[config.mk]
export PLATFORM = sky130hd
export DESIGN_NAME = ps2_host_link_with_scancode_fifo_flat
export DESIGN_NICKNAME = d
export VERILOG_FILES = /design/src/design/ps2hl_pkg.sv /design/src/design/ps2hl_if.sv /design/src/design/ps2hl_front.sv /design/src/design/ps2hl_queue.sv /design/src/design/ps2hl_back.sv /design/src/design/ps2_host_link_with_scancode_fifo.sv /design/src/flat_wrapper.sv
export SDC_FILE = /design/constraint.sdc
export NUM_CORES = 1
export LEC_CHECK = 0
export ABC_AREA = 1
export BUFFER_PORTS_ARGS = -buffer_cell sky130_fd_sc_hd__buf_2
export CAP_MARGIN = 20
export CORE_MARGIN = 3
export CORE_UTILIZATION = 52
export CTS_CLUSTER_SIZE = 28
export DETAILED_ROUTE_END_ITERATION = 12
export PLACE_DENSITY = 0.77
export SLEW_MARGIN = 0
export SYNTH_ARGS = -nofsm -noshare
export SYNTH_HDL_FRONTEND = slang
export SYNTH_SLANG_ARGS = --single-unit
[constraint.sdc]
create_clock -name clk -period 10.42 [get_ports clk]
set_input_delay 1.042 -clock clk [delete_from_list [all_inputs] [get_ports clk]]
set_output_delay 1.042 -clock clk [all_outputs]
set_load 0.03 [all_outputs]
[src/design/ps2hl_pkg.sv]
// ----------------------------------------------------------------------------
// PS/2 host link package
// Command types, line levels, frame status codes and bit positions.
// ----------------------------------------------------------------------------
`default_nettype none

package ps2hl_pkg;

    typedef enum logic [1:0] {
        ACT_EDGE = 2'd0,
        ACT_TICK = 2'd1,
        ACT_POP  = 2'd2,
        ACT_SEND = 2'd3
    } action_t;

    typedef struct packed {
        action_t    action;
        logic       data_bit;
        logic [7:0] send_byte;
    } cmd_t;

    typedef struct packed {
        logic full;
        logic empty;
    } q_status_t;

    typedef enum logic [1:0] {
        LVL_LOW      = 2'd0,
        LVL_HIGH     = 2'd1,
        LVL_RELEASED = 2'd2
    } level_t;

    localparam logic [2:0] ST_NONE       = 3'd0;
    localparam logic [2:0] ST_STORED     = 3'd1;
    localparam logic [2:0] ST_START_ERR  = 3'd2;
    localparam logic [2:0] ST_PARITY_ERR = 3'd3;
    localparam logic [2:0] ST_STOP_ERR   = 3'd4;
    localparam logic [2:0] ST_SEND_DONE  = 3'd5;

    localparam logic [3:0] BIT_START      = 4'd1;
    localparam logic [3:0] BIT_DATA_FIRST = 4'd2;
    localparam logic [3:0] BIT_DATA_LAST  = 4'd9;
    localparam logic [3:0] BIT_PARITY     = 4'd10;
    localparam logic [3:0] BIT_STOP       = 4'd11;

    localparam logic [15:0] GAP_TIMEOUT_RESET = 16'd250;
    localparam logic [15:0] GAP_MAX           = 16'hFFFF;

    localparam int         APB_ADDR_W      = 3;
    localparam logic [0:0] REG_GAP_TIMEOUT = 1'b0;

endpackage

`default_nettype wire

[src/design/ps2hl_if.sv]
// ----------------------------------------------------------------------------
// PS/2 host link channel interfaces
// Valid/ready channels for commands in and link results out.
// ----------------------------------------------------------------------------
`default_nettype none

interface ps2hl_cmd_if;
    logic       valid;
    logic       ready;
    logic [1:0] action;
    logic       data_bit;
    logic [7:0] send_byte;

    modport source (output valid, output action, output data_bit, output send_byte,
                    input ready);
    modport sink   (input valid, input action, input data_bit, input send_byte,
                    output ready);
endinterface

interface ps2hl_rsp_if;
    logic       valid;
    logic       ready;
    logic       data_drive;
    logic       data_enable;
    logic       transmitting;
    logic [7:0] scancode;
    logic       scancode_valid;
    logic [2:0] frame_status;

    modport source (output valid, output data_drive, output data_enable,
                    output transmitting, output scancode, output scancode_valid,
                    output frame_status, input ready);
    modport sink   (input valid, input data_drive, input data_enable,
                    input transmitting, input scancode, input scancode_valid,
                    input frame_status, output ready);
endinterface

`default_nettype wire

[src/design/ps2hl_front.sv]
// ----------------------------------------------------------------------------
// PS/2 host link front end
// Takes command items and classifies them for the command queue.
// ----------------------------------------------------------------------------
`default_nettype none

module ps2hl_front (
    ps2hl_cmd_if.sink             cmd,
    input  ps2hl_pkg::q_status_t  q_status,
    output logic                  push,
    output ps2hl_pkg::cmd_t       push_cmd
);
    import ps2hl_pkg::*;

    assign cmd.ready = !q_status.full;
    assign push      = cmd.valid && !q_status.full;

    always_comb
    begin
        push_cmd.data_bit  = 1'b0;
        push_cmd.send_byte = 8'd0;
        case (cmd.action)
            ACT_EDGE:
            begin
                push_cmd.action   = ACT_EDGE;
                push_cmd.data_bit = cmd.data_bit;
            end
            ACT_TICK: push_cmd.action = ACT_TICK;
            ACT_POP:  push_cmd.action = ACT_POP;
            ACT_SEND:
            begin
                push_cmd.action    = ACT_SEND;
                push_cmd.send_byte = cmd.send_byte;
            end
            default:  push_cmd.action = ACT_TICK;
        endcase
    end

endmodule

`default_nettype wire

[src/design/ps2hl_queue.sv]
// ----------------------------------------------------------------------------
// PS/2 host link command queue
// Two-entry queue between the front end and the link engine.
// ----------------------------------------------------------------------------
`default_nettype none

module ps2hl_queue (
    input  logic                  clk,
    input  logic                  rst_n,
    input  logic                  push,
    input  ps2hl_pkg::cmd_t       push_cmd,
    input  logic                  pop,
    output ps2hl_pkg::cmd_t       head,
    output ps2hl_pkg::q_status_t  status
);
    import ps2hl_pkg::*;

    cmd_t       entry_reg [2];
    logic       wr_ptr_reg, wr_ptr_next;
    logic       rd_ptr_reg, rd_ptr_next;
    logic [1:0] count_reg, count_next;

    assign head         = entry_reg[rd_ptr_reg];
    assign status.full  = (count_reg == 2'd2);
    assign status.empty = (count_reg == 2'd0);

    always_comb
    begin
        wr_ptr_next = push ? !wr_ptr_reg : wr_ptr_reg;
        rd_ptr_next = pop  ? !rd_ptr_reg : rd_ptr_reg;
        count_next  = count_reg + {1'b0, push} - {1'b0, pop};
    end

    always_ff @(posedge clk or negedge rst_n)
    begin
        if (!rst_n)
        begin
            wr_ptr_reg <= 1'b0;
            rd_ptr_reg <= 1'b0;
            count_reg  <= 2'd0;
        end
        else
        begin
            wr_ptr_reg <= wr_ptr_next;
            rd_ptr_reg <= rd_ptr_next;
            count_reg  <= count_next;
        end
    end

    always_ff @(posedge clk)
    begin
        if (push)
        begin
            entry_reg[wr_ptr_reg] <= push_cmd;
        end
    end

endmodule

`default_nettype wire

[src/design/ps2hl_back.sv]
// ----------------------------------------------------------------------------
// PS/2 host link engine
// Frame receive and transmit, gap timer, scancode ring and result register.
// ----------------------------------------------------------------------------
`default_nettype none

module ps2hl_back #(
    parameter int RING_DEPTH = 16
) (
    input  logic                  clk,
    input  logic                  rst_n,
    input  ps2hl_pkg::cmd_t       head,
    input  ps2hl_pkg::q_status_t  q_status,
    input  logic [15:0]           gap_timeout,
    output logic                  pop,
    ps2hl_rsp_if.source           rsp
);
    import ps2hl_pkg::*;

    localparam int SLOT_W = $clog2(RING_DEPTH);
    localparam logic [SLOT_W-1:0] SLOT_LAST = SLOT_W'(RING_DEPTH - 1);

    logic [3:0]            bit_index_reg, bit_index_next;
    logic [7:0]            incoming_reg, incoming_next;
    logic [7:0]            outgoing_reg, outgoing_next;
    logic                  parity_reg, parity_next;
    logic [15:0]           gap_reg, gap_next;
    logic                  rx_mode_reg, rx_mode_next;
    level_t                level_reg, level_next;
    logic [RING_DEPTH-1:0] unread_reg, unread_next;
    logic [SLOT_W-1:0]     wr_slot_reg, wr_slot_next;
    logic [SLOT_W-1:0]     rd_slot_reg, rd_slot_next;

    logic [7:0]            ring_mem [RING_DEPTH];
    logic [7:0]            mem_q;

    logic                  rsp_valid_reg;
    logic                  drive_reg, enable_reg, tx_reg, code_valid_reg;
    logic [2:0]            status_reg;

    logic                  exec;
    logic                  restart;
    logic                  wr_en, rd_en;
    logic [7:0]            wr_data;
    logic [3:0]            idx_n;
    logic [2:0]            data_pos;
    logic                  tx_bit;
    logic [2:0]            status;
    logic                  code_valid;
    logic [SLOT_W-1:0]     wr_slot_inc, rd_slot_inc;

    assign exec = !q_status.empty && (!rsp_valid_reg || rsp.ready);
    assign pop  = exec;

    assign wr_slot_inc = (wr_slot_reg == SLOT_LAST) ? '0 : wr_slot_reg + SLOT_W'(1);
    assign rd_slot_inc = (rd_slot_reg == SLOT_LAST) ? '0 : rd_slot_reg + SLOT_W'(1);

    always_comb
    begin
        bit_index_next = bit_index_reg;
        incoming_next  = incoming_reg;
        outgoing_next  = outgoing_reg;
        parity_next    = parity_reg;
        gap_next       = gap_reg;
        rx_mode_next   = rx_mode_reg;
        level_next     = level_reg;
        unread_next    = unread_reg;
        wr_slot_next   = wr_slot_reg;
        rd_slot_next   = rd_slot_reg;
        restart        = 1'b0;
        wr_en          = 1'b0;
        rd_en          = 1'b0;
        wr_data        = incoming_reg;
        idx_n          = 4'd0;
        data_pos       = 3'd0;
        tx_bit         = 1'b0;
        status         = ST_NONE;
        code_valid     = 1'b0;

        if (exec)
        begin
            case (head.action)
                ACT_EDGE:
                begin
                    if (rx_mode_reg)
                    begin
                        if (gap_reg > gap_timeout)
                        begin
                            bit_index_next = 4'd0;
                            incoming_next  = 8'd0;
                            outgoing_next  = 8'd0;
                            parity_next    = 1'b0;
                        end
                        gap_next       = 16'd0;
                        idx_n          = bit_index_next + 4'd1;
                        bit_index_next = idx_n;
                        data_pos       = 3'(idx_n - BIT_DATA_FIRST);
                        case (idx_n) inside
                            BIT_START:
                            begin
                                if (head.data_bit)
                                begin
                                    restart = 1'b1;
                                    status  = ST_START_ERR;
                                end
                            end
                            [BIT_DATA_FIRST:BIT_DATA_LAST]:
                            begin
                                incoming_next[data_pos] = incoming_next[data_pos]
                                                          | head.data_bit;
                                parity_next = parity_next ^ head.data_bit;
                            end
                            BIT_PARITY:
                            begin
                                if (head.data_bit == parity_next)
                                begin
                                    restart = 1'b1;
                                    status  = ST_PARITY_ERR;
                                end
                            end
                            BIT_STOP:
                            begin
                                restart = 1'b1;
                                if (!head.data_bit)
                                begin
                                    status = ST_STOP_ERR;
                                end
                                else
                                begin
                                    wr_en                    = 1'b1;
                                    wr_data                  = incoming_next;
                                    wr_slot_next             = wr_slot_inc;
                                    unread_next[wr_slot_inc] = 1'b1;
                                    status                   = ST_STORED;
                                end
                            end
                            default: restart = 1'b1;
                        endcase
                    end
                    else
                    begin
                        idx_n          = bit_index_reg + 4'd1;
                        bit_index_next = idx_n;
                        data_pos       = 3'(idx_n - BIT_DATA_FIRST);
                        tx_bit         = outgoing_reg[data_pos];
                        case (idx_n) inside
                            BIT_START: level_next = LVL_LOW;
                            [BIT_DATA_FIRST:BIT_DATA_LAST]:
                            begin
                                level_next  = tx_bit ? LVL_HIGH : LVL_LOW;
                                parity_next = parity_reg ^ tx_bit;
                            end
                            BIT_PARITY: level_next = parity_reg ? LVL_LOW : LVL_HIGH;
                            BIT_STOP:   level_next = LVL_RELEASED;
                            default:
                            begin
                                level_next = LVL_RELEASED;
                                restart    = 1'b1;
                                status     = ST_SEND_DONE;
                            end
                        endcase
                    end
                end
                ACT_TICK:
                begin
                    if (gap_reg != GAP_MAX)
                    begin
                        gap_next = gap_reg + 16'd1;
                    end
                end
                ACT_POP:
                begin
                    if (unread_reg[rd_slot_inc])
                    begin
                        unread_next[rd_slot_inc] = 1'b0;
                        rd_slot_next             = rd_slot_inc;
                        rd_en                    = 1'b1;
                        code_valid               = 1'b1;
                    end
                end
                ACT_SEND:
                begin
                    restart = 1'b1;
                end
                default: ;
            endcase
        end

        if (restart)
        begin
            bit_index_next = 4'd0;
            incoming_next  = 8'd0;
            outgoing_next  = 8'd0;
            parity_next    = 1'b0;
            gap_next       = 16'd0;
            rx_mode_next   = 1'b1;
        end

        // send: load byte and request the line
        if (exec && head.action == ACT_SEND)
        begin
            rx_mode_next  = 1'b0;
            outgoing_next = head.send_byte;
            level_next    = LVL_LOW;
        end
    end

    always_ff @(posedge clk or negedge rst_n)
    begin
        if (!rst_n)
        begin
            bit_index_reg <= 4'd0;
            incoming_reg  <= 8'd0;
            outgoing_reg  <= 8'd0;
            parity_reg    <= 1'b0;
            gap_reg       <= 16'd0;
            rx_mode_reg   <= 1'b1;
            level_reg     <= LVL_RELEASED;
            unread_reg    <= '0;
            wr_slot_reg   <= '0;
            rd_slot_reg   <= '0;
            rsp_valid_reg <= 1'b0;
        end
        else
        begin
            bit_index_reg <= bit_index_next;
            incoming_reg  <= incoming_next;
            outgoing_reg  <= outgoing_next;
            parity_reg    <= parity_next;
            gap_reg       <= gap_next;
            rx_mode_reg   <= rx_mode_next;
            level_reg     <= level_next;
            unread_reg    <= unread_next;
            wr_slot_reg   <= wr_slot_next;
            rd_slot_reg   <= rd_slot_next;
            if (exec)
            begin
                rsp_valid_reg <= 1'b1;
            end
            else if (rsp.ready)
            begin
                rsp_valid_reg <= 1'b0;
            end
        end
    end

    always_ff @(posedge clk)
    begin
        if (wr_en)
        begin
            ring_mem[wr_slot_inc] <= wr_data;
        end
        if (rd_en)
        begin
            mem_q <= ring_mem[rd_slot_inc];
        end
    end

    always_ff @(posedge clk)
    begin
        if (exec)
        begin
            drive_reg      <= (level_next == LVL_HIGH);
            enable_reg     <= (level_next != LVL_RELEASED);
            tx_reg         <= !rx_mode_next;
            code_valid_reg <= code_valid;
            status_reg     <= status;
        end
    end

    assign rsp.valid          = rsp_valid_reg;
    assign rsp.data_drive     = drive_reg;
    assign rsp.data_enable    = enable_reg;
    assign rsp.transmitting   = tx_reg;
    assign rsp.scancode       = code_valid_reg ? mem_q : 8'd0;
    assign rsp.scancode_valid = code_valid_reg;
    assign rsp.frame_status   = status_reg;

endmodule

`default_nettype wire

[src/design/ps2_host_link_with_scancode_fifo.sv]
// ----------------------------------------------------------------------------
// PS/2 host link with scancode ring
// Host side of a PS/2 keyboard link stepped by clock-edge, tick, pop and send
// items, with an APB register for the inter-edge gap timeout.
// ----------------------------------------------------------------------------
// Every command item gives exactly one result item. The link takes one item
// per clock cycle, sustained, while the result channel does not stall it.
// A command passes from the head of the two-entry command queue, where the
// link engine works it out, into the engine's result register, which
// latches it together with the scancode ring's registered read port. With
// the result stalled, the queue fills both its entries before the input
// stalls. The ring's unread flags are flip-flops cleared by reset, so no
// clearing pass is needed and the link is ready straight out of reset.
// A popped slot's byte comes from the ring memory and reads 0 when nothing
// is unread. gap_timeout_ticks sits at byte address 0 and resets to 250.
`default_nettype none

module ps2_host_link_with_scancode_fifo #(
    parameter int RING_DEPTH = 16
) (
    input  logic                                   clk,
    input  logic                                   rst_n,
    ps2hl_cmd_if.sink                              cmd,
    ps2hl_rsp_if.source                            rsp,
    input  logic                                   psel,
    input  logic                                   penable,
    input  logic                                   pwrite,
    input  logic [ps2hl_pkg::APB_ADDR_W-1:0]       paddr,
    input  logic [31:0]                            pwdata,
    output logic [31:0]                            prdata,
    output logic                                   pready
);
    import ps2hl_pkg::*;

    logic [15:0] gap_timeout_reg;
    logic        push;
    cmd_t        push_cmd;
    cmd_t        head;
    q_status_t   q_status;
    logic        pop;
    logic        reg_hit;

    assign pready  = 1'b1;
    assign reg_hit = (paddr[2] == REG_GAP_TIMEOUT);
    assign prdata  = reg_hit ? {16'd0, gap_timeout_reg} : 32'd0;

    always_ff @(posedge clk or negedge rst_n)
    begin
        if (!rst_n)
        begin
            gap_timeout_reg <= GAP_TIMEOUT_RESET;
        end
        else if (psel && penable && pwrite && pready && reg_hit)
        begin
            gap_timeout_reg <= pwdata[15:0];
        end
    end

    ps2hl_front u_front (
        .cmd      (cmd),
        .q_status (q_status),
        .push     (push),
        .push_cmd (push_cmd)
    );

    ps2hl_queue u_queue (
        .clk      (clk),
        .rst_n    (rst_n),
        .push     (push),
        .push_cmd (push_cmd),
        .pop      (pop),
        .head     (head),
        .status   (q_status)
    );

    ps2hl_back #(
        .RING_DEPTH (RING_DEPTH)
    ) u_back (
        .clk         (clk),
        .rst_n       (rst_n),
        .head        (head),
        .q_status    (q_status),
        .gap_timeout (gap_timeout_reg),
        .pop         (pop),
        .rsp         (rsp)
    );

endmodule

`default_nettype wire

[src/flat_wrapper.sv]
// flat-port wrapper written by rule: the top's interface ports become plain ports
module ps2_host_link_with_scancode_fifo_flat import ps2hl_pkg::*;
#(
    parameter int RING_DEPTH = 16
)
  (clk, rst_n, psel, penable, pwrite, paddr, pwdata, prdata, pready, cmd_valid, cmd_action, cmd_data_bit, cmd_send_byte, cmd_ready, rsp_valid, rsp_data_drive, rsp_data_enable, rsp_transmitting, rsp_scancode, rsp_scancode_valid, rsp_frame_status, rsp_ready);
  ps2hl_cmd_if cmd_i ();
  ps2hl_rsp_if rsp_i ();
  input  logic clk;
  input  logic rst_n;
  input  logic psel;
  input  logic penable;
  input  logic pwrite;
  input  logic [ps2hl_pkg::APB_ADDR_W-1:0] paddr;
  input  logic [31:0] pwdata;
  output logic [31:0] prdata;
  output logic pready;
  input wire logic [$bits(cmd_i.valid)-1:0] cmd_valid;
  input wire logic [$bits(cmd_i.action)-1:0] cmd_action;
  input wire logic [$bits(cmd_i.data_bit)-1:0] cmd_data_bit;
  input wire logic [$bits(cmd_i.send_byte)-1:0] cmd_send_byte;
  output wire logic [$bits(cmd_i.ready)-1:0] cmd_ready;
  output wire logic [$bits(rsp_i.valid)-1:0] rsp_valid;
  output wire logic [$bits(rsp_i.data_drive)-1:0] rsp_data_drive;
  output wire logic [$bits(rsp_i.data_enable)-1:0] rsp_data_enable;
  output wire logic [$bits(rsp_i.transmitting)-1:0] rsp_transmitting;
  output wire logic [$bits(rsp_i.scancode)-1:0] rsp_scancode;
  output wire logic [$bits(rsp_i.scancode_valid)-1:0] rsp_scancode_valid;
  output wire logic [$bits(rsp_i.frame_status)-1:0] rsp_frame_status;
  input wire logic [$bits(rsp_i.ready)-1:0] rsp_ready;
  assign cmd_i.valid = cmd_valid;
  assign cmd_i.action = cmd_action;
  assign cmd_i.data_bit = cmd_data_bit;
  assign cmd_i.send_byte = cmd_send_byte;
  assign cmd_ready = cmd_i.ready;
  assign rsp_valid = rsp_i.valid;
  assign rsp_data_drive = rsp_i.data_drive;
  assign rsp_data_enable = rsp_i.data_enable;
  assign rsp_transmitting = rsp_i.transmitting;
  assign rsp_scancode = rsp_i.scancode;
  assign rsp_scancode_valid = rsp_i.scancode_valid;
  assign rsp_frame_status = rsp_i.frame_status;
  assign rsp_i.ready = rsp_ready;
  ps2_host_link_with_scancode_fifo #(.RING_DEPTH(RING_DEPTH)) u_core (.clk(clk), .rst_n(rst_n), .cmd(cmd_i), .rsp(rsp_i), .psel(psel), .penable(penable), .pwrite(pwrite), .paddr(paddr), .pwdata(pwdata), .prdata(prdata), .pready(pready));
endmodule
Yosys cells after proc, flatten, opt, wreduce, memory -nomap -nowiden
Memories as Yosys holds them, arrays and structs flattened. A register that Yosys moved wholly into a read port is not among the register bits. Cells that the tools add are included. Widths: inputs -> output; s select.

Bits in writable memories: 150. Memories kept: 2. Register bits after elaboration: 92. Input bits: 53. Word-level logic and storage cells: 250. Output and inout port bits: 50.

Memories: u_core.u_back.ring_mem (words 16, bits a word 8, read ports 1, clocked after memory_dff 1, wr ports 1, RTL line ps2hl_back.sv:34) `logic [7:0] ring_mem [RING_DEPTH];`; u_core.u_queue.entry_reg (words 2, bits a word 11, read ports 1, clocked after memory_dff 0, wr ports 1, RTL line ps2hl_queue.sv:18) `cmd_t entry_reg [2];`.

Reductions and logical operators: 40. $add $sub $neg: 9. Bitwise operators: 10. Muxes and demuxes: 128. Equality and inequality tests: 29. $lt $le $gt $ge: 12.

Operators with widths (count): $mux 8 (26); $mux 16 (12); $pmux 16 s2 (2); $mux 1 (50); $mux 4 (10); $mux 3 (10); $eq 4x4->1 const B (6); $mux 2 (9); $reduce_bool 3->1 (6); $add 16x1->16 const B (1); $add 4x1->4 const B (4); $and 16x16->16 (1); $gt 16x16->1 (1); $ne 16x16->1 const B (1); $ne 2x2->1 const B (8); $not 16->16 (1); $or 16x16->16 (1); $reduce_and 4->1 (3); $logic_and 1x1->1 (11); $eq 2x2->1 const B (5); $lt 4x5->1 const B (2); $reduce_bool 2->1 (5); $ne 3x3->1 const B (3); $reduce_and 9->1 (1); other kinds (27) (49).

Depth between registers and ports, before layout
Gate-level depths: netlist of run 1.

Depth in word-level cells: 18. Gate-level depth with buffers: 30. Gate-level depth less buffers: 30.

Cells and area by module
Synthesis of run 1 repeated with hierarchy kept, for this count alone.

Cell total of the unflattened synthesis: 1415. Area, all modules: 12849.8 µm².

By module, submodules not included: ps2hl_back (times used 1, cells each 1183, area an instance 10764.1 µm², seq. area each 5923.2 µm²); ps2hl_queue (times used 1, cells each 82, area an instance 1043.5 µm², seq. area each 760.7 µm²); ps2_host_link_with_scancode_fifo (times used 1, cells each 125, area an instance 945.9 µm², seq. area each 407.9 µm²); ps2hl_front (times used 1, cells each 25, area an instance 96.3 µm², seq. area each 0.0 µm²).

Worst setup path before layout of run 1
OpenSTA, ideal clock, no wires.

Kind: reg2reg. From: register u_core.gap_timeout_reg[7]. To: memory u_core.u_back.ring_mem[0][0] (enable). Stages on the path, launching flop included: 23. Setup time: 0.383 ns. Path slack: 6.247 ns. Buffers on the path: 0. Required time: 10.037 ns. Arrival: 3.789 ns. Period minus slack after synthesis: 4.173 ns. Cells stage by stage: dfstp_2 > inv_1 > ha_1 > a21o_1 > nor2_1 > nand2_1 > nand2_1 > nand2_2 > nand2_4 > inv_4 > nor2_1 > inv_1 > ha_1 > or2_2 > nor2_1 > nand2_1 > nand2_2 > nand2_1 > nor2_2 > nand2_2 > nor3_4 > inv_2 > nor3_1.

Cells in the longest elaborated chain, start to end: 16. Elaborated cells between the ends (all ways): 21. Those cells by class: add/sub (1); order compare (3); eq/ne (3); mux (13); reduce/logical (1).

Ends and longest elaborated chain: from (decl) (RTL line ps2_host_link_with_scancode_fifo.sv:35) `logic [15:0] gap_timeout_reg;`; from (signal assigned) (RTL line ps2_host_link_with_scancode_fifo.sv:55) `gap_timeout_reg <= pwdata[15:0];`; $gt 16x16->1 (*) (RTL line ps2hl_back.sv:87) `if (gap_reg > gap_timeout)`; $mux 4 (*) (RTL line ps2hl_back.sv:87); $mux 4 (*) (RTL line ps2hl_back.sv:85) `if (rx_mode_reg)`; $mux 4 (*) (RTL line ps2hl_back.sv:82) `case (head.action)`; $mux 4 (*) (RTL line ps2hl_back.sv:80) `if (exec)`; $add 4x1->4 (*) (RTL line ps2hl_back.sv:95) `idx_n = bit_index_next + 4'd1;`; $eq 4x4->1 (no source line); $mux 1 (3 in a row) (RTL line ps2hl_back.sv:98) `case (idx_n) inside`; $mux 1 (*) (RTL line ps2hl_back.sv:98); $mux 1 (*) (RTL line ps2hl_back.sv:85); $mux 1 (*) (RTL line ps2hl_back.sv:82); $mux 1 (*) (RTL line ps2hl_back.sv:80); $mux 1 (*) (RTL line ps2hl_back.sv:249) `if (wr_en)`; $mux 1 (not written as such) (*) (RTL line ps2hl_back.sv:251) `ring_mem[wr_slot_inc] <= wr_data;`; to (decl) (RTL line ps2hl_back.sv:34).

Mark *: on every way between the ends. The rest lies on a longest branch, timed or not. The select of a mux whose other input is x is not followed.

Worst setup path after layout of run 1
From: register u_core.gap_timeout_reg[7]. To: memory u_core.u_back.ring_mem[12][7] (enable).

The elaborated chain is that of the path after synthesis.

==> impl_metrics.toml, run 1 <==
[grt]
grt_use_total_pct = 20.7
grt_max_degree = 76
grt_pass1_vias = 8908
grt-ovfl-total = 0
grt_pass1_wl_um = 44400
antenna_found_initial = 0

[yosys]
yosysMostFrequentCell = "nand2_1"
synth_top_cells_by_count = "nand2_1, nor2_1, edfxtp_1"
synthFlopType = "edfxtp_1"
synth-async-reset-ratio_pct = 34.0
synth_cells = 1378
synth.distinct_cells = 53
synth_edf_count = 165
yosysSeqAreaShare_pct = 56.2
ys_seq_elements = 250
synth.top_cells.by_area = "edfxtp_1, dfrtp_1, nand2_1"
yosys.area.top_type = "edfxtp_1"
synth_top_area_share_pct = 39.3
synth_warnings = 0
avgSynthCellArea_sq_um = 9.16
syn_area_sq_um = 12600

[layout]
diodes = 0
final_util_pct = 59.4
fin_area_sq_um = 14100
largest_register_ffs = 128
drive_gt1_share_pct = 13.0
fillCellCount = 2020
fin_nets = 1519
areaGrowthSynthToFinish_pct = 11.5

[critical_path]
worstSetupEndpointType = "register"
r2r-end = "u_core.u_back.ring_mem[12][7]"
r2r-start = "u_core.gap_timeout_reg[7]"
r2r.worst_path.cells = 22
startpoint_type = "register"
required_ns = 10.57
arrival_ns = 5.23
path_class = "reg2reg"
r2r_slack_ns = 5.34
crit_path_start = "u_core.gap_timeout_reg[7]"
critPathMaxFanout = 18

[pwr]
cellLeakagePower_nw = 5.99
power_density_nw_per_um2 = 286
vdd_drop_max_mv = 0.220

[die]
coreArea_sq_um = 23700
io_pins = 103
row_count = 56
die_h_um = 162
die_w_um = 162
die-area_sq_um = 26200
start_util_pct = 53.3

[timing]
fin_worst_skew_ns = 0.0163
slew_headroom_pct = 30.4
hold_violations = 0
max_freq_mhz = 197
tightest_slew_ns = 1.04
finalCritPeriodShare_pct = 48.7
slew_viol_final = 0
fin_crit_ns = 5.08
hold_slack_ns = 0.345
setup_viol = 0
finalSetupTns_ns = 0
grt_setup_unrepaired = "false"

[detailed_routing]
viasPerCell = 5.36
drt_pass1_iterations = 5
drtIter0Drc = 886
ant_nets = 0
vias = 9451
wl_met3_um = 1790
top_layer = "met4"
drc = 0
wl_met1_um = 11800
routed_wl_um = 27700
wl_per_cell_um = 15.7
dr_wl_met2_um = 13500

[placed_design]
numPortBuffers = 67
post_dp_cell_area_sq_um = 13100
dp_hpwl_um = 17900
gp_congestion = 0.855

[clock_network]
cts_tree = "yes"
clk_pin_slew_worst_paths_ns = 0.06
cts-resized-gates = 0
insertion_delay_ns = 0.54
clockRootBuffer = "clkbuf_16"
cts_buffer_depth = 3
hold_buffers = 0
post-cts-setup-buffers = 0
cts.sinks = 250
htree_levels = 1
cts_made_buffers = 26

[hold_path]
hp-class = "in2async"

[run]
maxCapViolCount = 0

[run_status]
status = "completed"
==> cells in the final DEF, fill, tap and decap left out, types with 4 or more instances in the layout <==
cell | synthesis | final
a21oi_1 | 46 | 46
a31o_2 | 4 | 4
buf_2 | 4 | 66
buf_4 | 20 | 14
bufinv_16 | 0 | 6
clkbuf_16 | 0 | 27
clkinv_2 | 0 | 6
conb_1 | 2 | 17
dfrtp_1 | 77 | 77
dfstp_2 | 8 | 8
edfxtp_1 | 165 | 165
ha_1 | 42 | 42
inv_1 | 149 | 148
nand2_1 | 283 | 282
nand2_2 | 12 | 13
nand3_1 | 38 | 38
nand4_1 | 22 | 22
nor2_1 | 188 | 188
nor2_2 | 8 | 8
nor3_1 | 14 | 14
o211ai_1 | 10 | 10
o21ai_0 | 127 | 127
o21ai_1 | 22 | 22
o21ai_2 | 6 | 6
o22ai_1 | 32 | 32
or2_2 | 5 | 5
xor2_1 | 6 | 6
==> per-layer routing <==
metal	global-route usage, %	up-vias
li1	-	4640
met1	27.3	4428
met2	35.5	332
met3	3.55	51
met4	5.70	0
met5	0	-
==> cell families (layout without fill, tap and decap cells) <==
family          count (synthesis)  count (layout)  share of synthesized area, %
compound gates                258             258                          11.4
fa+ha+maj                      42              42                          4.16
xor+xnor                        8               8                         0.615
simple gates                  587             587                          19.8
buf+inv                       231             282                          7.77
other cells                     2              17                        0.0595
flops                         250             250                          56.2
==> power breakdown <==
group	internal (mW)	switching [mW]
clock network	0.630	0.387
logic	0.485	1.10
registers	1.27	0.146
total	2.38	1.64
==> worst max-delay path by stage <==
stage | end | slack (ns)
finish | u_core.u_back.ring_mem[12][7] | 5.34
global route | u_core.u_back.ring_mem[12][7] | 4.91
CTS | u_core.u_back.ring_mem[12][7] | 5.33
detailed placement | u_core.u_back.ring_mem[12][2] | 5.49
global placement | u_core.u_back.ring_mem[10][6] | 5.52
floorplan | u_core.u_back.ring_mem[0][0] | 6.25
==> worst max-delay path: stages, from the launching register on <==
cell and delay [ns]:
dfstp_2 0.51, inv_1 0.06, ha_1 0.29, a21o_1 0.18, nor2_1 0.09, nand2_1 0.06
nand2_1 0.06, nand2_2 0.06, nand2_4 0.18, inv_4 0.09, nor2_1 0.31, inv_1 0.15
ha_1 0.40, or2_2 0.32, nor2_1 0.13, nand2_1 0.07, nand2_2 0.11, nand2_1 0.07
nor2_2 0.13, nand2_2 0.09, nor3_4 0.26, inv_2 0.23, nor2_1 0.80
==> area by class of cell <==
class | count | area [sq um] | share of cell area [%]
well taps | 319 | 399 | 2.84
inverters | 153 | 577 | 4.10
multi-input cells | 912 | 4600 | 32.7
clock buffers | 31 | 701 | 4.98
flip-flops and latches | 250 | 7090 | 50.4
repair buffers | 81 | 447 | 3.17
clock inverters | 17 | 253 | 1.80
==> metrics by stage <==
stage                     cells  setup slack [ns]  power [mW]
final                      1763              5.34        4.02
after global routing       1763              4.91        4.29
after CTS                  1763              5.33        4.02
after detailed placement   1715              5.49        2.99
after global placement     1714              5.52        2.94
after floorplan            1393              6.25        2.61
No activity file was read; power rests on OpenSTA's default activity.
==> run 2, diff against run 1 <==
--- a/config.mk
+++ b/config.mk
@@ -12,7 +12,7 @@
 export CORE_UTILIZATION = 52
 export CTS_CLUSTER_SIZE = 28
 export DETAILED_ROUTE_END_ITERATION = 12
-export PLACE_DENSITY = 0.77
+export PLACE_DENSITY = 0.8
 export SLEW_MARGIN = 0
 export SYNTH_ARGS = -nofsm -noshare
 export SYNTH_HDL_FRONTEND = slang
==> constraint.sdc (replaced) <==
create_clock -name clk -period 4.2 [get_ports clk]
set_input_delay 0.42 -clock clk [delete_from_list [all_inputs] [get_ports clk]]
set_output_delay 0.42 -clock clk [all_outputs]
set_load 0.03 [all_outputs]
==> run 2 against run 1 <==
Compared with the run above:
- count of clock-buffer cells in the layout decreased by 4
- sequential cell count unchanged
- critical path depth increased by 1
- global-route usage about the same
- register-to-register slack got worse by 5.1 ns
- non-clock buffer count increased by 19
- final cell count increased by 1.1%
- critical path type unchanged
- largest power group unchanged
==> impl_metrics.toml, run 2 (synthesized netlist as in run 1, its figures left out) <==
[placed_design]
post_dp_cell_area_sq_um = 13300
dp_slack_ns = 0.167
numPortBuffers = 67
gp_congestion = 0.936
dp_hpwl_um = 18400

[critical_path]
required_ns = 4.44
r2r_slack_ns = 0.22
r2r-start = "u_core.gap_timeout_reg[7]"
startpoint_type = "register"
r2r-end = "u_core.u_back.ring_mem[0][0]"
critPathMaxFanout = 18
path_class = "reg2reg"
arrival_ns = 4.22
r2r.worst_path.cells = 23
worstSetupEndpointType = "register"

[grt]
grt-ovfl-total = 0
antenna_found_initial = 0
grt_pass1_vias = 9344
grt_pass1_wl_um = 44700
grt_use_total_pct = 20.6
grt_max_degree = 65

[detailed_routing]
vias = 9604
viasPerCell = 5.39
wl_per_cell_um = 15.3
ant_nets = 0
drt_pass1_iterations = 5
drtIter0Drc = 807
drc = 0
routed_wl_um = 27200

[timing]
finalCritPeriodShare_pct = 94.8
grt_setup_unrepaired = "true"
slew_viol_final = 0
setup_viol = 0
hold_violations = 0
setup_ws_ns = 0.220
slew_headroom_pct = 36.8
max_freq_mhz = 251
tightest_slew_ns = 0.944
fin_worst_skew_ns = 0.0227
fin_crit_ns = 3.98

[layout]
fin_nets = 1538
fin_area_sq_um = 14100
drive_gt1_share_pct = 14.1
layout_common_cells = "nand2_1, nor2_1, edfxtp_1"
final_util_pct = 59.7
diodes = 0
largest_register_ffs = 128
final_common_cell = "nand2_1"
areaGrowthSynthToFinish_pct = 12.0

[hold_path]
whs_endpoint = "u_core.u_back.rsp.valid"
hold_depth = 2
hp-start = "rsp_ready"
hp-class = "in2reg"

[clock_network]
htree_levels = 1
cts_made_buffers = 26
cts_tree = "yes"
cts.sinks = 250
post-cts-setup-buffers = 0
insertion_delay_ns = 0.54
clockRootBuffer = "clkbuf_16"
cts_buffer_depth = 3
clk_pin_slew_worst_paths_ns = 0.06

[die]
coreArea_sq_um = 23700
start_util_pct = 53.3
die_w_um = 162
row_count = 56
io_pins = 103
die-area_sq_um = 26200
die_h_um = 162

[pwr]
power_density_nw_per_um2 = 689
vdd_drop_max_mv = 0.460
cellLeakagePower_nw = 6.05

[run]
maxCapViolCount = 0

[run_status]
status = "completed"
==> run 2: cell types whose count changed in the layout (fill, tap and decap cells not counted), moves of 2 or more <==
cell / before / now
buf_4: 14 / 31
bufinv_16: 6 / 2
clkbuf_1: 3 / 1
clkinv_1: 2 / 4
clkinv_2: 6 / 10
==> run 2: cell type report <==
| cell class | count | area (sq um) |
|---|---|---|
| Clock buffer | 27 | 654 |
| Clock inverter | 21 | 180 |
| Fill cell | 2008 | 9550 |
| Inverter | 153 | 579 |
| Multi-Input combinational cell | 912 | 4620 |
| Sequential cell | 250 | 7090 |
| Tap cell | 319 | 399 |
| Timing Repair Buffer | 100 | 608 |
==> run 2: where the power goes <==
group | switching, mW | internal, mW | total, mW
Clock | 0.958 | 1.27 | 2.22
Sequential | 0.335 | 3.14 | 3.48
Combinational | 2.73 | 1.30 | 4.03
==> run 2: how the worst max path moves through the flow <==
stage                                    from                           end  slack, ns  cells after the start
floorplan           u_core.gap_timeout_reg[7]  u_core.u_back.ring_mem[0][0]       0.03                     22
global placement    u_core.gap_timeout_reg[3]  u_core.u_back.ring_mem[5][1]       0.28                     25
detailed placement  u_core.gap_timeout_reg[7]  u_core.u_back.ring_mem[3][1]       0.17                     23
CTS                 u_core.gap_timeout_reg[7]  u_core.u_back.ring_mem[3][5]       0.15                     23
global route        u_core.gap_timeout_reg[5]  u_core.u_back.ring_mem[7][6]       -0.1                     23
finish              u_core.gap_timeout_reg[7]  u_core.u_back.ring_mem[0][0]       0.22                     23
==> run 2: metrics by stage <==
step           instances  hold slack, ns  TNS, ns  power (mW)
2_1_floorplan       1393           0.124        0        6.47
3_3_place_gp        1732           0.456        0        7.35
3_5_place_dp        1733           0.459        0        7.49
4_1_cts             1782          0.0771        0        9.74
5_1_grt             1782           0.104    -4.41        10.4
6_report            1782           0.101        0        9.73
==> run 2: metal layers <==
metal  share of wire, %  global-route usage (%)  wire, um
met1                 41                    26.3     11100
met2                 50                    36.5     13500
met3                6.7                    3.06      1830
met4                2.9                    6.63       800
met5                  0                       0         0
==> run 2: repair_timing <==
action | 4_1_cts | 5_1_grt
hold buffers | 1 | 0
hold endpoints to repair | 41 | 0
gates resized for setup | 0 | 5
endpoints found under the setup margin | 0 | 96
==> run 2: critical path, stage by stage, from the launching register on <==
cell and delay, ns:
dfstp_2 0.51, inv_1 0.06, ha_1 0.30, a21o_1 0.19
nor2_1 0.10, nand2_1 0.06, nand2_1 0.06, nand2_2 0.06
nand2_4 0.09, inv_4 0.07, nor2_1 0.16, inv_1 0.09
ha_1 0.29, or2_2 0.29, nor2_1 0.10, nand2_1 0.06
nand2_2 0.10, nand2_1 0.07, nor2_2 0.11, nand2_2 0.08
nor3_4 0.19, inv_4 0.14, nor3_1 0.25, buf_4 0.24
==> run 3, diff against run 2 <==
--- a/config.mk
+++ b/config.mk
@@ -5,7 +5,7 @@
 export SDC_FILE = /design/constraint.sdc
 export NUM_CORES = 1
 export LEC_CHECK = 0
-export ABC_AREA = 1
+export ABC_AREA = 0
 export BUFFER_PORTS_ARGS = -buffer_cell sky130_fd_sc_hd__buf_2
 export CAP_MARGIN = 20
 export CORE_MARGIN = 3
==> run 3 against run 2 <==
Compared with the run above:
- via count decreased by 16%
- power is 17% lower
- count of clock-buffer cells in the layout rose by 12
- combinational power is 43% lower
- area after synthesis decreased by 1.4%
- clock skew down 0.010 ns
- maximum frequency decreased by 2.1%
- hold slack gained 0.013 ns
- non-clock buffer count increased by 6
- first-iteration DRC count fell by 2.1%
- global-route usage decreased by 0.24 points
- sequential share of layout area is 0.25 points lower
==> impl_metrics.toml, run 3 <==
[yosys]
synth_top_cells_by_count = "edfxtp_1, dfrtp_1, nand2_1"
synth_edf_count = 165
synth.top_cells.by_area = "edfxtp_1, dfrtp_1, mux4_2"
syn_area_sq_um = 12400
synth_warnings = 0
yosys.area.top_type = "edfxtp_1"
synth_cells = 958
ys_seq_elements = 250
synth_top_area_share_pct = 39.8
synth.distinct_cells = 75
avgSynthCellArea_sq_um = 13.0
synth-async-reset-ratio_pct = 34.0
synthFlopType = "edfxtp_1"
yosysSeqAreaShare_pct = 57.0
yosysMostFrequentCell = "edfxtp_1"

[critical_path]
path_buf_inv = 3
required_ns = 4.37
r2r_slack_ns = 0.13
r2r.worst_path.cells = 14
path_cells = "inv_1 > ha_1 > nand2_1 > or4_4 > a21o_4 > a31o_4 > nand2_4 > inv_4 > ha_2 > nand2b_1 > nor2_1 > buf_4 > and3_1 > and3_1"
worstSetupEndpointType = "register"
startpoint_type = "register"
critPathSlowestCell = "or4_4"
arrival_ns = 4.24
r2r-end = "u_core.u_back.ring_mem[2][4]"
cpMostUsedCell = "and3_1"
path_delay_family = "simple AND/OR/NAND/NOR gates"
critPathMaxFanout = 8
path_class = "reg2reg"
r2r-start = "u_core.gap_timeout_reg[7]"
cp_slowest_stage_delay_ns = 0.57

[grt]
grt_pass1_wl_um = 42800
grt_max_degree = 55
antenna_found_initial = 0
grt_pass1_vias = 8046
grt_use_total_pct = 20.4
grt-ovfl-total = 0

[layout]
diodes = 0
layout_common_cells = "edfxtp_1, dfrtp_1, buf_2"
regArea_sq_um = 7090
drive_gt1_share_pct = 25.2
final_common_cell = "edfxtp_1"
areaGrowthSynthToFinish_pct = 14.2
fillCellCount = 1717
largest_register_ffs = 128
fin_cells = 1370
fin_nets = 1131
multiInputGateArea_sq_um = 4960
fin_area_sq_um = 14200

[run]
maxCapViolCount = 0

[hold_path]
hp-class = "in2reg"
hp-start = "pwdata[12]"
hold_depth = 2
whs_endpoint = "u_core.gap_timeout_reg[12]"

[clock_network]
cts.sinks = 250
cts_buffer_depth = 3
cts_made_buffers = 27
cts_tree = "yes"
clockRootBuffer = "clkbuf_16"
insertion_delay_ns = 0.53
clk_pin_slew_worst_paths_ns = 0.06
htree_levels = 1

[placed_design]
numPortBuffers = 67
place_inst = 1316
gp_congestion = 0.918
dp_slack_ns = 0.115
post_dp_cell_area_sq_um = 13200
dp_hpwl_um = 17600

[die]
die-area_sq_um = 25800
start_util_pct = 54.0
coreArea_sq_um = 23100
io_pins = 103
die_w_um = 161
row_count = 55
die_h_um = 161

[detailed_routing]
wl_per_cell_um = 19.3
routed_wl_um = 26500
drt_pass1_iterations = 5
viasPerCell = 5.91
drc = 0
drtIter0Drc = 790
vias = 8097
ant_nets = 0

[pwr]
vdd_drop_max_mv = 0.464
power_mw = 8.05
cellLeakagePower_nw = 5.35
power_density_nw_per_um2 = 567

[timing]
tightest_slew_ns = 0.960
fin_worst_skew_ns = 0.0123
max_freq_mhz = 246
setup_ws_ns = 0.132
finalSetupTns_ns = 0
fin_crit_ns = 4.07
grt_setup_unrepaired = "false"
hold_violations = 0
finalCritPeriodShare_pct = 96.8
slew_headroom_pct = 35.7
setup_viol = 0
slew_viol_final = 0

[run_status]
status = "completed"
[run 3: cell types whose count changed after synthesis, moves of 22 or more]
cell     delta
inv_1     -102
mux4_2     +47
mux2_2     +30
nand2_1   -222
o31ai_1    +22
o21ai_0    -97
o22ai_1    -30
nor2_1    -129
[run 3: logic make-up after synthesis]
group                      count (synthesis)  synth area share (%)
DFF                                      250                  57.0
muxes                                     82                  11.6
xor gates and xnor gates                  20                  1.41
and+or+nand+nor                          270                  11.1
AOI/OAI and AO/OA                        173                  10.1
adders and majority gates                 42                  4.22
buffers and inverters                    119                  4.46
other                                      2                0.0604
[run 3: power by group]
part	switching [mW]	internal (mW)
sequential	0.296	3.00
clock	0.941	1.50
combinational	1.41	0.900
total	2.65	5.40
[run 3: per-stage QoR]
| stage | util [%] | hold slack (ns) |
|---|---|---|
| after floorplan | - | 0.124 |
| after global routing | 61.6 | 0.105 |
| after global placement | 57.2 | 0.473 |
| final | 61.6 | 0.114 |
| after CTS | 61.3 | 0.0967 |
| after detailed placement | 57.2 | 0.478 |
[run 3: how the worst max path moves through the flow]
| stage | start | end | depth (start not counted) |
|---|---|---|---|
| 6_report | u_core.gap_timeout_reg[7] | u_core.u_back.ring_mem[2][4] | 14 |
| 5_1_grt | u_core.gap_timeout_reg[7] | u_core.u_back.ring_mem[2][4] | 14 |
| 4_1_cts | u_core.gap_timeout_reg[5] | u_core.u_back.incoming_reg[3] | 18 |
| 3_5_place_dp | u_core.gap_timeout_reg[5] | u_core.u_back.incoming_reg[3] | 18 |
| 3_3_place_gp | u_core.gap_timeout_reg[5] | u_core.u_back.gap_reg[13] | 18 |
| 2_1_floorplan | u_core.gap_timeout_reg[5] | u_core.u_back.incoming_reg[2] | 20 |
[run 3: final cells by class]
type,count,area share [%]
Sequential cell,250,49.9
Multi-Input combinational cell,604,34.9
Clock buffer,39,5.36
Timing Repair Buffer,106,4.64
Tap cell,313,2.76
Inverter,47,1.26
Clock inverter,11,1.15
[run 3: what timing repair did]
action	CTS	global route
setup endpoints to repair	0	112
gates resized for setup	0	13
hold buffers	1	0
setup buffers	0	1
hold endpoints to repair	47	0
[run 3: routing by layer]
metal  up-vias  track usage (%)  routed length (um)
li1       3733                -                   -
met1      4013             28.5               11100
met2       294             33.9               13200
met3        57             3.12                1550
met4         0             5.05                 629
met5         -                0                   0
